===== src/hdl/gtel_pkg.sv =====
`timescale 1ns / 1ps
// ----------------------------------------------------------------------------
// gtel_pkg
// Shared request/response types and function codes for the event latch.
// ----------------------------------------------------------------------------
package gtel_pkg;

    localparam int GEN_IN_W = 32;
    localparam int FUNC_W   = 3;
    localparam int EVT_W    = 2;

    localparam logic [FUNC_W-1:0] FUNC_BEGIN   = 3'd0;
    localparam logic [FUNC_W-1:0] FUNC_RETIRE  = 3'd1;
    localparam logic [FUNC_W-1:0] FUNC_COMMIT  = 3'd2;
    localparam logic [FUNC_W-1:0] FUNC_PUBLISH = 3'd3;
    localparam logic [FUNC_W-1:0] FUNC_CONSUME = 3'd4;
    localparam logic [FUNC_W-1:0] FUNC_READ    = 3'd5;

    typedef struct packed {
        logic [FUNC_W-1:0]   func;
        logic [GEN_IN_W-1:0] generation;
        logic [EVT_W-1:0]    event_in;
    } t_req;

    typedef struct packed {
        logic                ok;
        logic [EVT_W-1:0]    event_out;
        logic [GEN_IN_W-1:0] active_generation;
    } t_rsp;

endpackage


===== src/hdl/gtel_exec.sv =====
`timescale 1ns / 1ps
// ----------------------------------------------------------------------------
// gtel_exec
// Single-pass request evaluation: slot matches, next table state, response.
// ----------------------------------------------------------------------------
module gtel_exec #(
    parameter int SLOT_COUNT = 2,
    parameter int GEN_WIDTH  = 32
) (
    input  gtel_pkg::t_req                 i_req,
    input  logic [GEN_WIDTH-1:0]           i_slot_gen [SLOT_COUNT],
    input  logic [gtel_pkg::EVT_W-1:0]     i_slot_evt [SLOT_COUNT],
    input  logic [GEN_WIDTH-1:0]           i_active,
    output logic [GEN_WIDTH-1:0]           o_slot_gen [SLOT_COUNT],
    output logic [gtel_pkg::EVT_W-1:0]     o_slot_evt [SLOT_COUNT],
    output logic [GEN_WIDTH-1:0]           o_active,
    output gtel_pkg::t_rsp                 o_rsp
);
    import gtel_pkg::*;

    localparam int EXT_W = (GEN_WIDTH > GEN_IN_W) ? GEN_WIDTH : GEN_IN_W;

    logic [EXT_W-1:0]     gen_x;
    logic [EXT_W-1:0]     act_x;
    logic [GEN_WIDTH-1:0] gen_s;
    logic                 fits;
    logic                 gen_nz;
    logic                 gen_ok;
    logic                 present;
    logic                 any_empty;
    logic                 is_active;
    logic [SLOT_COUNT-1:0] hit;
    logic [SLOT_COUNT-1:0] prior_hit;
    logic [SLOT_COUNT-1:0] first_empty;
    logic [SLOT_COUNT-1:0] first_hit;
    logic [SLOT_COUNT-1:0] first_pend;
    logic                 ok;
    logic [EVT_W-1:0]     taken;

    assign gen_x     = EXT_W'(i_req.generation);
    assign gen_s     = gen_x[GEN_WIDTH-1:0];
    assign fits      = (gen_x >> GEN_WIDTH) == '0;
    assign gen_nz    = i_req.generation != '0;
    assign gen_ok    = gen_nz && fits;
    assign present   = |hit;
    assign any_empty = |first_empty;
    assign is_active = gen_ok && (i_active == gen_s);

    // match vectors and first-slot priority picks
    always_comb begin
        logic seen_e;
        logic seen_h;
        logic seen_p;
        seen_e = 1'b0;
        seen_h = 1'b0;
        seen_p = 1'b0;
        for (int i = 0; i < SLOT_COUNT; i++) begin
            hit[i]       = gen_ok && (i_slot_gen[i] == gen_s);
            prior_hit[i] = i_slot_gen[i] == i_active;
            first_empty[i] = !seen_e && (i_slot_gen[i] == '0);
            seen_e = seen_e || (i_slot_gen[i] == '0);
            first_hit[i] = !seen_h && hit[i];
            seen_h = seen_h || hit[i];
            first_pend[i] = !seen_p && hit[i] && (i_slot_evt[i] != '0);
            seen_p = seen_p || (hit[i] && (i_slot_evt[i] != '0));
        end
    end

    always_comb begin
        o_slot_gen = i_slot_gen;
        o_slot_evt = i_slot_evt;
        o_active   = i_active;
        ok         = 1'b0;
        taken      = '0;
        case (i_req.func)
            FUNC_BEGIN: begin
                if (gen_ok && !present && any_empty) begin
                    ok = 1'b1;
                    for (int i = 0; i < SLOT_COUNT; i++) begin
                        if (first_empty[i]) begin
                            o_slot_gen[i] = gen_s;
                            o_slot_evt[i] = '0;
                        end
                    end
                end
            end
            FUNC_RETIRE: begin
                ok = 1'b1;
                if (is_active) begin
                    o_active = '0;
                end
                for (int i = 0; i < SLOT_COUNT; i++) begin
                    if (hit[i]) begin
                        o_slot_gen[i] = '0;
                        o_slot_evt[i] = '0;
                    end
                end
            end
            FUNC_COMMIT: begin
                if (present) begin
                    ok       = 1'b1;
                    o_active = gen_s;
                    // the prior generation is dropped unless it is the same one
                    if (i_active != '0 && i_active != gen_s) begin
                        for (int i = 0; i < SLOT_COUNT; i++) begin
                            if (prior_hit[i]) begin
                                o_slot_gen[i] = '0;
                                o_slot_evt[i] = '0;
                            end
                        end
                    end
                end
            end
            FUNC_PUBLISH: begin
                if (gen_ok && i_req.event_in != '0) begin
                    for (int i = 0; i < SLOT_COUNT; i++) begin
                        if (first_hit[i] && i_slot_evt[i] == '0) begin
                            o_slot_evt[i] = i_req.event_in;
                            ok = 1'b1;
                        end
                    end
                end
            end
            FUNC_CONSUME: begin
                if (is_active) begin
                    for (int i = 0; i < SLOT_COUNT; i++) begin
                        if (first_pend[i]) begin
                            taken         = i_slot_evt[i];
                            o_slot_evt[i] = '0;
                            ok            = 1'b1;
                        end
                    end
                end
            end
            FUNC_READ: begin
                ok = 1'b1;
            end
            default: begin
                ok = 1'b0;
            end
        endcase
    end

    assign act_x                   = EXT_W'(o_active);
    assign o_rsp.ok                = ok;
    assign o_rsp.event_out         = taken;
    assign o_rsp.active_generation = act_x[GEN_IN_W-1:0];

endmodule


===== src/hdl/gtel_state.sv =====
`timescale 1ns / 1ps
// ----------------------------------------------------------------------------
// gtel_state
// Slot table and active-generation registers, loaded once per request.
// ----------------------------------------------------------------------------
module gtel_state #(
    parameter int SLOT_COUNT = 2,
    parameter int GEN_WIDTH  = 32
) (
    input  logic                       i_clk,
    input  logic                       i_rst_n,
    input  logic                       i_en,
    input  logic [GEN_WIDTH-1:0]       i_slot_gen [SLOT_COUNT],
    input  logic [gtel_pkg::EVT_W-1:0] i_slot_evt [SLOT_COUNT],
    input  logic [GEN_WIDTH-1:0]       i_active,
    output logic [GEN_WIDTH-1:0]       o_slot_gen [SLOT_COUNT],
    output logic [gtel_pkg::EVT_W-1:0] o_slot_evt [SLOT_COUNT],
    output logic [GEN_WIDTH-1:0]       o_active
);
    import gtel_pkg::*;

    logic [GEN_WIDTH-1:0] r_slot_gen [SLOT_COUNT];
    logic [EVT_W-1:0]     r_slot_evt [SLOT_COUNT];
    logic [GEN_WIDTH-1:0] r_active;

    always_ff @(posedge i_clk) begin
        if (!i_rst_n) begin
            for (int i = 0; i < SLOT_COUNT; i++) begin
                r_slot_gen[i] <= '0;
                r_slot_evt[i] <= '0;
            end
            r_active <= '0;
        end else if (i_en) begin
            r_slot_gen <= i_slot_gen;
            r_slot_evt <= i_slot_evt;
            r_active   <= i_active;
        end
    end

    assign o_slot_gen = r_slot_gen;
    assign o_slot_evt = r_slot_evt;
    assign o_active   = r_active;

endmodule


===== src/hdl/generation_tagged_event_latch_top.sv =====
`timescale 1ns / 1ps
// ----------------------------------------------------------------------------
// generation_tagged_event_latch_top
// Generation-tagged event mailboxes with an active-generation register.
// ----------------------------------------------------------------------------
// Usage: each request (func, generation, event_in) yields exactly one
// response (ok, event_out, active_generation). A request is captured in an
// input register, evaluated against the slot table in one pass, and the
// response lands in an output register while the table updates on the same
// edge. Throughput is one request per cycle while the receiver keeps up;
// a stalled output register holds the input register. The rate is set by
// the single table read-modify-write per cycle, which lets the next request
// see the updated slots with no forwarding. The input stage keeps taking
// requests while a response waits, as long as the output register can drain.
// Zero generations are never stored; generations above GEN_WIDTH bits are
// rejected by begin and publish and match nothing elsewhere.
// ----------------------------------------------------------------------------
module generation_tagged_event_latch_top #(
    parameter int SLOT_COUNT = 2,
    parameter int GEN_WIDTH  = 32
) (
    input  logic           i_clk,
    input  logic           i_rst_n,
    input  logic           i_in_valid,
    output logic           o_in_ready,
    input  gtel_pkg::t_req i_in_data,
    output logic           o_out_valid,
    input  logic           i_out_ready,
    output gtel_pkg::t_rsp o_out_data
);
    import gtel_pkg::*;

    // input request register
    logic r_in_vld;
    logic n_in_vld;
    t_req r_in;

    // response register
    logic r_out_vld;
    logic n_out_vld;
    t_rsp r_out;

    // request in the input register retires into the response register
    logic advance;

    logic [GEN_WIDTH-1:0] cur_gen [SLOT_COUNT];
    logic [EVT_W-1:0]     cur_evt [SLOT_COUNT];
    logic [GEN_WIDTH-1:0] cur_act;
    logic [GEN_WIDTH-1:0] nxt_gen [SLOT_COUNT];
    logic [EVT_W-1:0]     nxt_evt [SLOT_COUNT];
    logic [GEN_WIDTH-1:0] nxt_act;
    t_rsp                 rsp;

    assign advance    = r_in_vld && (!r_out_vld || i_out_ready);
    assign o_in_ready = !r_in_vld || advance;

    assign n_in_vld  = (i_in_valid && o_in_ready) ? 1'b1 : (advance ? 1'b0 : r_in_vld);
    assign n_out_vld = advance ? 1'b1 : ((r_out_vld && i_out_ready) ? 1'b0 : r_out_vld);

    always_ff @(posedge i_clk) begin
        if (!i_rst_n) begin
            r_in_vld  <= 1'b0;
            r_out_vld <= 1'b0;
        end else begin
            r_in_vld  <= n_in_vld;
            r_out_vld <= n_out_vld;
        end
    end

    // payload registers, no reset
    always_ff @(posedge i_clk) begin
        if (i_in_valid && o_in_ready) begin
            r_in <= i_in_data;
        end
        if (advance) begin
            r_out <= rsp;
        end
    end

    gtel_exec #(
        .SLOT_COUNT (SLOT_COUNT),
        .GEN_WIDTH  (GEN_WIDTH)
    ) u_exec (
        .i_req      (r_in),
        .i_slot_gen (cur_gen),
        .i_slot_evt (cur_evt),
        .i_active   (cur_act),
        .o_slot_gen (nxt_gen),
        .o_slot_evt (nxt_evt),
        .o_active   (nxt_act),
        .o_rsp      (rsp)
    );

    // table commits only when the request actually moves to the response
    gtel_state #(
        .SLOT_COUNT (SLOT_COUNT),
        .GEN_WIDTH  (GEN_WIDTH)
    ) u_state (
        .i_clk      (i_clk),
        .i_rst_n    (i_rst_n),
        .i_en       (advance),
        .i_slot_gen (nxt_gen),
        .i_slot_evt (nxt_evt),
        .i_active   (nxt_act),
        .o_slot_gen (cur_gen),
        .o_slot_evt (cur_evt),
        .o_active   (cur_act)
    );

    assign o_out_valid = r_out_vld;
    assign o_out_data  = r_out;

endmodule


===== config.mk =====
export PLATFORM = sky130hd
export DESIGN_NAME = generation_tagged_event_latch_top
export DESIGN_NICKNAME = d
export VERILOG_FILES = /design/src/hdl/gtel_pkg.sv /design/src/hdl/gtel_exec.sv /design/src/hdl/gtel_state.sv /design/src/hdl/generation_tagged_event_latch_top.sv
export SDC_FILE = /design/constraint.sdc
export NUM_CORES = 1
export LEC_CHECK = 0
export BUFFER_PORTS_ARGS = -buffer_cell sky130_fd_sc_hd__buf_2
export CAP_MARGIN = 20
export CORE_MARGIN = 10
export CORE_UTILIZATION = 50
export CTS_BUF_LIST = sky130_fd_sc_hd__clkbuf_2
export CTS_CLUSTER_DIAMETER = 50
export CTS_CLUSTER_SIZE = 20
export DETAILED_ROUTE_END_ITERATION = 8
export PLACE_DENSITY = 0.75
export SLEW_MARGIN = 30
export SYNTH_ARGS = -nofsm -noshare
export SYNTH_HDL_FRONTEND = slang
export SYNTH_HIERARCHICAL = 1
export SYNTH_SLANG_ARGS = --single-unit
export TNS_END_PERCENT = 10

===== constraint.sdc =====
create_clock -name i_clk -period 3.2 [get_ports i_clk]
set_input_delay 0.64 -clock i_clk [delete_from_list [all_inputs] [get_ports i_clk]]
set_output_delay 0.64 -clock i_clk [all_outputs]
set_load 0.03 [all_outputs]

-- Word level (Yosys, flattened, before mapping)
Cells that the tools add are included.
- flip-flop bits (word level): 174
- input port bits: 41
- output and inout port bits: 37
- logic and storage cells: 130
- equality and inequality tests: 26
- mux-type cells: 44
- reduce and logical (&&, ||, !) cells: 47
- operators with widths (cell ; count):
    2-to-1 mux 32 bit ; 8
    2-to-1 mux 64 bit ; 3
    case mux 64 bit (3 select lines) ; 1
    == test 32 bit ; 5
    logical NOT 32 bit ; 2
    case mux 32 bit (2 select lines) ; 1
    nonzero test 32 bit ; 2
    != test 32 bit ; 1
    != test 2 x 1 -> 1 bit, second input constant ; 15
    2-to-1 mux 2 bit ; 12
    AND reduction 12 bit ; 2
    2-to-1 mux 4 bit ; 5
    case mux 4 bit (5 select lines) ; 1
    logical AND 1 bit ; 17
    AND reduction 8 bit ; 2
    2-to-1 mux 1 bit ; 12
    nonzero test 2 bit ; 5
    == test 3 x 2 -> 1 bit, second input constant ; 2
    == test 3 bit, second input constant ; 2
    logical NOT 1 bit ; 6
    OR reduction 2 bit ; 3
    case mux 1 bit (5 select lines) ; 1
    nonzero test 5 bit ; 1
    logical NOT 2 bit ; 2
    5 further kinds ; 6

-- Logic depth before layout (Yosys ltp)
Gate-level depths: netlist of run 1.
- depth in word-level cells: 9
- depth in mapped cells: 12
- depth with buffers taken out: 9

-- By module
Netlist of run 1, hierarchy kept.
- by module, submodules not included (module ; instances ; cells an instance ; area each (sq um)):
    gtel_exec ; 1 ; 709 ; 4740.8
    gtel_state ; 1 ; 322 ; 3841.2
    generation_tagged_event_latch_top ; 1 ; 81 ; 2265.9

-- Worst setup path after synthesis of run 1
Ideal clock, no wire load.
- path kind: in2reg
- start point: input port i_out_ready
- end point: register u_state.r_slot_evt, in the netlist u_state/o_slot_evt[1]
- data arrival time: 2.992 ns
- path slack: 0.092 ns
- cell stages on the path: 6
- path buffers: 2
- cells stage by stage: nor2b_4 nor2b_1 buf_12 buf_8 mux2i_1 nor2b_1
- word-level cells in the longest chain between the ends: 3
- RTL lines (element ; RTL line ; text):
    start, declared ; generation_tagged_event_latch_top.sv:28 ; input logic i_out_ready,
    logical OR 1 bit ; generation_tagged_event_latch_top.sv:54 ; assign advance = r_in_vld && (!r_out_vld || i_out_ready);
    logical AND 1 bit ; generation_tagged_event_latch_top.sv:54 ;
    named net advance ; generation_tagged_event_latch_top.sv:44 ; logic advance;
    AND reduction 12 bit (no line) ; -- ;
    end signal, assigned ; gtel_state.sv:35 ; r_slot_evt <= i_slot_evt;
    end, declared ; gtel_state.sv:23 ; logic [EVT_W-1:0] r_slot_evt [SLOT_COUNT];
The timed path passes the listed nets, and every way through them passes these cells.
A chain may end at the register's enable or synchronous reset.

-- Worst setup path in the final report of run 1
- start point: register r_in[30] (netlist bit)
- end point: register u_state.r_slot_gen, in the netlist u_state/o_slot_gen[35]
- word-level cells in the longest chain between the ends: 8
- elaborated cells between the ends (all ways): 16
- those cells by class: eq/ne (7); reduce/logical (9)
- RTL lines (element ; RTL line ; text):
    start, declared ; generation_tagged_event_latch_top.sv:36 ; t_req r_in;
    start signal, assigned ; generation_tagged_event_latch_top.sv:73 ; r_in <= i_in_data;
    == test 32 bit / nonzero test 32 bit (equally long branches) ; gtel_exec.sv:58, gtel_exec.sv:43 ;
    logical AND 1 bit ; gtel_exec.sv:58 ; hit[i] = gen_ok && (i_slot_gen[i] == gen_s);
    OR reduction 2 bit ; gtel_exec.sv:45 ; assign present = |hit;
    logical NOT 1 bit ; gtel_exec.sv:77 ; if (gen_ok && !present && any_empty) begin
    logical AND 1 bit (2 in series) ; gtel_exec.sv:77 ;
    != test 2 x 1 -> 1 bit (no line) ; -- ;
    AND reduction 8 bit (no line) * ; -- ;
    end signal, assigned ; gtel_state.sv:34 ; r_slot_gen <= i_slot_gen;
    end, declared ; gtel_state.sv:22 ; logic [GEN_WIDTH-1:0] r_slot_gen [SLOT_COUNT];
Every way passes the cells marked *; elsewhere a longest branch is shown, timed or not.

==> reports/qor.yml, run 1 <==
status:
  outcome: "finished, final reports clean"
clocking:
  clk_latency_ps: 840
  cts_buffers: 17
  clkTransAtPathRegs_ps: 310
  cts_root_buf: "clkbuf_2"
  clock_path_buffers: 2
  cts_tree: "yes"
  cts_max_level: 4
  clock-sinks: 174
floorplanning:
  core-area_um2: 21200
  std_cell_rows: 53
  die_area_um2: 28000
  die_w_um: 167
  die_h_um: 167
  io_pins: 78
  initial_core_util: 0.513
sta:
  slew_viol_final: 0
  finalCriticalPeriod_ps: 3140
  skew_ps: 40.9
  period_share: 0.982
  setup_slack_ps: 56.7
  max_slew.worst_pin.slew_ps: 914
  max-slew-margin-rel: 0.391
  setup_viol: 0
  hold_viol_final: 0
  fmax_mhz: 318
worst_setup_path:
  critPathMaxFanout: 18
  arrival_ps: 3900
  path_class: "flip-flop to flip-flop"
  cp_data_required_time_ps: 3960
  r2r_cells: 12
  setup.worst_path.end_class: "flip-flop"
  startpoint_type: "flip-flop"
synthesis:
  synth_ff_type: "dfxtp_1"
  netlist_area_um2: 10800
  ys_ff_latch: 174
  synth_edf_count: 72
  ys.warnings.count: 6
  ys_seq_area_frac: 0.388
  synthArstFlopShare: 0
  synth_fp_nets: 1153
  syn_avg_cell_area_um2: 9.76
  synthDistinctLibCells: 59
  synthCells: 1112
grt:
  grtUsageMet3: 0.0578
  grt_busiest_layer: "met2"
  grt_start_max_net_pins: 103
  grt.met2_usage: 0.352
  grt_pass1_wl_um: 51200
  grt_use_met1: 0.316
  antenna_found_initial: 1
  grt_pass1_vias: 8397
  grt_usage: 0.235
  grt_overflow: 0
routing:
  drt_iter0_drc: 953
  ant_nets: 0
  remaining_drc_errors: 0
  first_pass_iters: 5
  wirelength_um: 34900
  vias_per_cell: 5.90
  vias: 8666
  avgRoutedWirePerCell_um: 23.7
cells_and_area:
  area_growth_pct: 11.9
  final-instance-count-excl-fill: 1468
  postLayoutCellArea_um2: 12100
  nFillCells: 1816
  nets: 1219
  final_util: 0.574
  multi_input_area_um2: 5490
  ff_latch_area_um2: 4200
  drive_above_1_share: 0.203
power:
  powerDensity_nw_per_um2: 554
  fin_total_pwr_uw: 6720
  leakage_uw: 0.00480
  ir_drop_mv: 0.268
placement:
  placed_cell_area_um2: 11300
  pre_cts_slack_ps: 116
  gp_congestion: 1.03
  dpl.cell_count: 1383
  hpwl_um: 25200
  portBuffers: 77
hold_path:
  hold_path_depth: 3
  hp-class: "primary input to flip-flop"
job:
  max_cap_viol_count: 0
critical path, stage by stage, from the launching register on:
cell and delay (ps):
edfxtp_1 590, xor2_1 330, nor4_1 120, nand4_1 220, nor2_1 80, buf_4 160, buf_4 170, or4b_1 570
a22oi_4 250, buf_12 190, o22ai_1 90, mux2i_1 210, nor2b_1 70
cells in the final DEF, fill, tap and decap left out, types with 2 or more instances in the layout:
cell type / instances
nand4_1: 23
inv_8: 5
a21oi_1: 36
nor3_2: 2
diode_2: 2
a22oi_4: 2
nand2_1: 6
nor3b_1: 2
clkinv_8: 2
nand3_1: 4
inv_6: 3
o22ai_2: 29
nor4_1: 68
clkinv_4: 2
a32oi_1: 2
dlygate4sd3_1: 37
xnor2_1: 32
a2bb2oi_1: 2
or2_1: 2
bufinv_16: 2
edfxtp_1: 72
o22ai_1: 33
clkbuf_2: 17
a22o_1: 32
buf_12: 12
buf_2: 76
dfxtp_1: 102
o21ai_0: 8
nor2b_1: 102
nor2b_4: 2
buf_4: 70
xor2_1: 127
o21bai_1: 2
inv_1: 68
nor2_1: 75
mux2i_1: 100
nor4_4: 2
registers in the layout, indices dropped and copies added (netlist names):
register / flops
u_state/o_active: 32
r_in_vld: 1
u_state/o_slot_gen: 64
u_state/o_slot_evt: 4
o_out_valid: 1
r_in: 37
o_out_data: 35
final timing paths:
kind	from	endpoint	slack [ps]
worst min-delay path	i_in_valid	r_in_vld	70
worst min register to register	o_out_valid	r_in_vld	550
worst max-delay path	r_in[30]	u_state/o_slot_gen[35]	60
worst max register to register	r_in[30]	u_state/o_slot_gen[35]	60
per-layer routing:
layer	routed length, um	vias up
met5	0	-
met4	1340	0
met3	3280	79
met2	15300	493
met1	14900	4137
li1	-	3957
where the power goes:
group	leakage (uW)	internal, uW	switching [uW]
combinational	0.00311	1170	1500
clock	0.000165	413	928
sequential	0.00152	2450	261
kinds of logic (layout without fill, tap and decap cells):
family / count (synthesis) / after routing / share of synthesized area
other cells: 0 / 2 / 0
buf+inv: 218 / 297 / 0.111
mux: 100 / 100 / 0.0923
xor+xnor: 160 / 160 / 0.129
compound gates: 163 / 163 / 0.121
simple gates: 297 / 297 / 0.158
flops: 174 / 174 / 0.388
cells in the mapped netlist, types with 33 or more instances:
cell | count | area, um2
xor2_1 | 128 | 1120
nor2b_1 | 103 | 644
dfxtp_1 | 102 | 2040
mux2i_1 | 100 | 1000
nor2_1 | 75 | 282
edfxtp_1 | 72 | 2160
inv_1 | 68 | 255
nor4_1 | 68 | 425
clkbuf_1 | 57 | 214
buf_4 | 39 | 293
a21oi_1 | 37 | 185
buf_2 | 33 | 165
o22ai_1 | 33 | 206
cell type report:
type	count	area share
multi-input cells	720	0.452
well taps	275	0.0283
clock buffers	17	0.00701
clock inverters	15	0.0165
repair buffers	197	0.128
flip-flops and latches	174	0.346
diodes	2	0.000412
inverters	68	0.0210
per-stage QoR:
step / TNS (ps) / hold WS [ps]
after floorplan: 0 / 481
after global placement: 0 / 525
after detailed placement: 0 / 532
after CTS: 0 / 28.5
after global routing: -11.4 / 34.4
final: 0 / 70.2
repair_timing:
item / CTS / global route
resized for setup: 0 / 3
hold buffers: 37 / 0
hold endpoints to repair: 37 / 0
endpoints found under the setup margin: 0 / 34
setup buffers: 0 / 13
Power figures use the tool's default switching activity.
==> run 2, diff against run 1 <==
--- a/config.mk
+++ b/config.mk
@@ -14,6 +14,7 @@
 export CTS_CLUSTER_SIZE = 20
 export DETAILED_ROUTE_END_ITERATION = 8
 export PLACE_DENSITY = 0.75
+export REMOVE_ABC_BUFFERS = 1
 export SLEW_MARGIN = 30
 export SYNTH_ARGS = -nofsm -noshare
 export SYNTH_HDL_FRONTEND = slang
==> constraint.sdc (replaced) <==
create_clock -name i_clk -period 3.2 [get_ports i_clk]
set_input_delay 0.16 -clock i_clk [delete_from_list [all_inputs] [get_ports i_clk]]
set_output_delay 0.16 -clock i_clk [all_outputs]
set_load 0.03 [all_outputs]
==> run 2 against run 1 <==
  * Non-clock buffer count shrank 14
  * Clock skew up 23 ps
  * Sequential power shrank 1%
  * Via count is 3.2% lower
  * Sequential share of layout area is 0.60 points higher
  * Sequential cell count is the same
  * Clock power is 15% lower
  * First-iteration DRC count decreased by 8.1%
  * Core utilization decreased by 0.97 points
  * Combinational power is 4% lower
  * Total power shrank 5.3%
  * Largest cell class unchanged
==> reports/qor.yml, run 2 (same netlist as run 1, synthesis figures left out) <==
clocking:
  cts_root_buf: "clkbuf_2"
  postCtsResizedCells: 0
  clkTransAtPathRegs_ps: 250
  postCtsSetupRepairBufs: 0
  cts_buffers: 17
  clk_latency_ps: 830
  clock_path_buffers: 2
  holdBufCountCts: 48
  cts_max_level: 4
  clock-sinks: 174
  cts_tree: "yes"
power:
  leakage_uw: 0.00468
  ir_drop_mv: 0.241
  powerDensity_nw_per_um2: 533
worst_setup_path:
  path_class: "flip-flop to flip-flop"
  startpoint: "r_in[18]"
  setup.worst_path.end_class: "flip-flop"
  arrival_ps: 3830
  cp_data_required_time_ps: 3900
  critPathMaxFanout: 18
  r2r-start: "r_in[18]"
  startpoint_type: "flip-flop"
sta:
  max_slew.worst_pin.slew_ps: 873
  slew_viol_final: 0
  fmax_mhz: 320
  period_share: 0.976
  holdWs_ps: 39.5
  setup_viol: 0
  max-slew-margin-rel: 0.418
  skew_ps: 64.3
  rsz0062_at_grt: "false"
  hold_viol_final: 0
  setup_slack_ps: 78.0
  finalCriticalPeriod_ps: 3120
floorplanning:
  die_area_um2: 28000
  die_w_um: 167
  initial_core_util: 0.513
  std_cell_rows: 53
  die_h_um: 167
  core-area_um2: 21200
  io_pins: 78
routing:
  first_pass_iters: 5
  avgRoutedWirePerCell_um: 21.4
  ant_nets: 0
  drt_iter0_drc: 876
  wirelength_um: 31200
  remaining_drc_errors: 0
  vias: 8393
  vias_per_cell: 5.77
job:
  max_cap_viol_count: 0
cells_and_area:
  nFillCells: 1826
  ff_latch_area_um2: 4200
  multi_input_area_um2: 5480
  layout_commonest_cell: "xor2_1"
  final_cell_mix: "xor2_1, dfxtp_1, nor2b_1, mux2i_1, buf_2"
  drive_above_1_share: 0.178
  area_growth_pct: 10.0
  largest_reg_flops: 64
  nets: 1205
placement:
  pre_cts_slack_ps: 188
  portBuffers: 77
  gp_congestion: 1.03
  hpwl_um: 22700
grt:
  grt_pass1_vias: 8058
  grt_pass1_wl_um: 47900
  grt_start_max_net_pins: 55
  grt_overflow: 0
  grt_usage: 0.214
  antenna_found_initial: 1
status:
  outcome: "finished, final reports clean"
hold_path:
  min_from: "i_in_data[8]"
  hp-class: "primary input to flip-flop"
[run 2: cell count changes in the layout (fill, tap and decap cells not counted), moves of 2 or more]
| cell | delta |
|---|---|
| clkinv_2 | +2 |
| inv_6 | -3 |
| buf_12 | -2 |
| inv_8 | -5 |
| buf_4 | -23 |
| dlygate4sd3_1 | +12 |
| clkbuf_2 | +2 |
| clkinv_8 | -2 |
| inv_4 | +2 |
| clkinv_1 | +4 |
[run 2: final cells by class]
cell class	instances	area share
multi-input cells	720	0.459
flip-flops and latches	174	0.352
repair buffers	183	0.120
well taps	275	0.0288
inverters	68	0.0214
clock inverters	13	0.0103
clock buffers	19	0.00797
diodes	2	0.000419
[run 2: metrics by stage]
stage / total power (uW) / cell area, um2 / setup TNS, ps / util / instances
floorplan: 4370 / 9900 / -802840 / - / 962
global placement: 5090 / 11200 / 0 / 0.530 / 1370
global route: 6660 / 11900 / 0 / 0.564 / 1453
finish: 6360 / 11900 / 0 / 0.564 / 1454
detailed placement: 5150 / 11200 / 0 / 0.530 / 1371
CTS: 6330 / 11900 / 0 / 0.563 / 1451
[run 2: final timing paths]
path                                               to  slack (ps)  cells past startpoint
worst max-delay path            u_state/o_slot_gen[4]          80                     11
worst min-delay path                          r_in[8]          40                      2
worst max register to register  u_state/o_slot_gen[4]          80                     11
worst min register to register  u_state/o_slot_evt[1]         590                      2
[run 2: critical path: stages, from the launching register on]
cell      delay [ps]
edfxtp_1         600
xor2_1           410
nor4_1           120
nand4_1          210
nor2_1           140
buf_4            180
or4b_4           550
a22oi_4          230
buf_12           220
o22ai_2          100
mux2i_1          190
nor2b_1           70
[run 2: report_power, final]
part	leakage, uW	total, uW	switching (uW)	internal, uW
combinational	0.00302	2550	1480	1080
clock	0.000139	1140	788	355
sequential	0.00152	2670	220	2450
[run 2: per-layer routing]
layer	vias up	share of wire	GRT usage
li1	3933	-	-
met5	-	0	0
met1	4079	0.45	0.288
met4	0	0.020	0.0598
met3	52	0.060	0.0360
met2	329	0.47	0.345
==> run 3, diff against run 2 <==
--- a/config.mk
+++ b/config.mk
@@ -14,7 +14,6 @@
 export CTS_CLUSTER_SIZE = 20
 export DETAILED_ROUTE_END_ITERATION = 8
 export PLACE_DENSITY = 0.75
-export REMOVE_ABC_BUFFERS = 1
 export SLEW_MARGIN = 30
 export SYNTH_ARGS = -nofsm -noshare
 export SYNTH_HDL_FRONTEND = slang
==> run 3 against run 2 <==
  * Non-clock buffer count up 36
  * Via count up 5.4%
  * Total power up 6.5%
  * Worst hold slack better by 15 ps
  * First-iteration DRC count up 21%
  * Sequential power about the same
  * Sequential cell count unchanged
  * Routed wire length up 10%
  * Combinational power up 5%
  * Critical path depth up 1
  * Global-route usage up 2.0 points
  * Fmax up 0.46%
  * Largest power group unchanged
==> reports/qor.yml, run 3 (same netlist as run 1, synthesis figures left out) <==
cells_and_area:
  drive_above_1_share: 0.209
  multi_input_area_um2: 5520
  area_growth_pct: 13.5
  nFillCells: 1778
  ff_latch_area_um2: 4210
  final_util: 0.582
  postLayoutCellArea_um2: 12300
  final_cell_mix: "xor2_1, nor2b_1, dfxtp_1, mux2i_1, buf_4"
  nets: 1241
  largest_reg_flops: 64
  layout_commonest_cell: "xor2_1"
routing:
  vias: 8850
  vias_per_cell: 5.94
  remaining_drc_errors: 0
  drt_iter0_drc: 1058
  first_pass_iters: 6
  wirelength_um: 34300
  avgRoutedWirePerCell_um: 23.0
  ant_nets: 0
placement:
  gp_congestion: 1.04
  hpwl_um: 25000
  pre_cts_slack_ps: 75.8
  placed_cell_area_um2: 11300
  portBuffers: 77
sta:
  setup_viol: 0
  setup_slack_ps: 92.5
  hold_viol_final: 0
  fmax_mhz: 322
  period_share: 0.971
  rsz0062_at_grt: "false"
  skew_ps: 41.9
  max_slew.worst_pin.slew_ps: 900
  fin_tns_setup_ps: 0
  max-slew-margin-rel: 0.400
  slew_viol_final: 0
  finalCriticalPeriod_ps: 3110
worst_setup_path:
  cp_data_required_time_ps: 3900
  path_class: "flip-flop to flip-flop"
  startpoint: "r_in[21]"
  startpoint_type: "flip-flop"
  reg2reg_to: "u_state/o_slot_gen[9]"
  cp-endpoint: "u_state/o_slot_gen[9]"
  r2r_cells: 12
  setup.worst_path.end_class: "flip-flop"
  arrival_ps: 3810
  critPathMaxFanout: 23
  rrSetupSlack_ps: 90
  r2r-start: "r_in[21]"
clocking:
  clock-sinks: 174
  clk_latency_ps: 800
  clock_path_buffers: 2
  cts_buffers: 17
  clkTransAtPathRegs_ps: 290
  cts_root_buf: "clkbuf_2"
  cts_tree: "yes"
  cts_max_level: 4
grt:
  grt_overflow: 0
  grt_pass1_vias: 8537
  antenna_found_initial: 1
  grt_pass1_wl_um: 51500
  grt_usage: 0.234
  grt_start_max_net_pins: 103
floorplanning:
  std_cell_rows: 53
  io_pins: 78
  die_area_um2: 28000
  core-area_um2: 21200
  die_h_um: 167
  die_w_um: 167
  initial_core_util: 0.513
power:
  leakage_uw: 0.00488
  ir_drop_mv: 0.295
  powerDensity_nw_per_um2: 551
job:
  max_cap_viol_count: 0
status:
  outcome: "finished, final reports clean"
hold_path:
  hp-class: "primary input to flip-flop"
-- run 3: layout make-up --
cell class | instances | share of cell area
multi-input combinational | 720 | 0.449
inverter | 68 | 0.0207
clock buffer | 18 | 0.00732
sequential | 174 | 0.342
antenna | 2 | 0.000407
tap | 275 | 0.0280
clock inverter | 14 | 0.0183
timing repair buffer | 219 | 0.135
-- run 3: critical path, cell delays in order, from the launching register on --
cell	delay (ps)
edfxtp_1	590
buf_4	220
xor2_1	180
nor4_1	440
nand4_1	140
buf_4	190
nor2_4	130
o2111ai_2	180
a22oi_4	350
buf_12	240
o22ai_2	100
mux2i_1	160
nor2b_1	60
-- run 3: repair_timing --
action	in CTS	in global routing
gates resized for setup	0	8
hold endpoints to repair	92	11
setup endpoints to repair	0	47
hold buffers	42	11
setup buffers	0	21
-- run 3: worst min-delay path by stage --
| stage | slack, ps | from | endpoint | cells past startpoint |
|---|---|---|---|---|
| after floorplan | 260 | i_in_data[0] | r_in[0] | 0 |
| after global placement | 340 | i_in_data[0] | r_in[0] | 1 |
| after detailed placement | 340 | i_in_data[26] | r_in[26] | 1 |
| after CTS | 0.09 | i_in_data[11] | r_in[11] | 2 |
| after global routing | -20 | i_in_data[11] | r_in[11] | 2 |
| final | 50 | i_in_data[19] | r_in[19] | 2 |
-- run 3: stage by stage --
stage	hold WS [ps]	cells	power, uW
final	54.3	1490	6780
after global routing	-16.1	1490	7090
after CTS	0.0943	1456	6700
after detailed placement	338	1382	5240
after global placement	337	1382	5180
after floorplan	259	1112	4450
-- run 3: routing by layer --
metal / part of all wire / vias to the layer above / track usage
met3: 0.089 / 62 / 0.0435
met1: 0.43 / 4292 / 0.322
met5: 0 / - / 0
met2: 0.45 / 496 / 0.354
li1: - / 4000 / -
met4: 0.031 / 0 / 0.0954
-- run 3: power breakdown --
group | switching (uW) | leakage, uW | internal, uW | total (uW)
sequential | 233 | 0.00152 | 2450 | 2680
clock | 877 | 0.000177 | 555 | 1430
combinational | 1520 | 0.00318 | 1150 | 2670
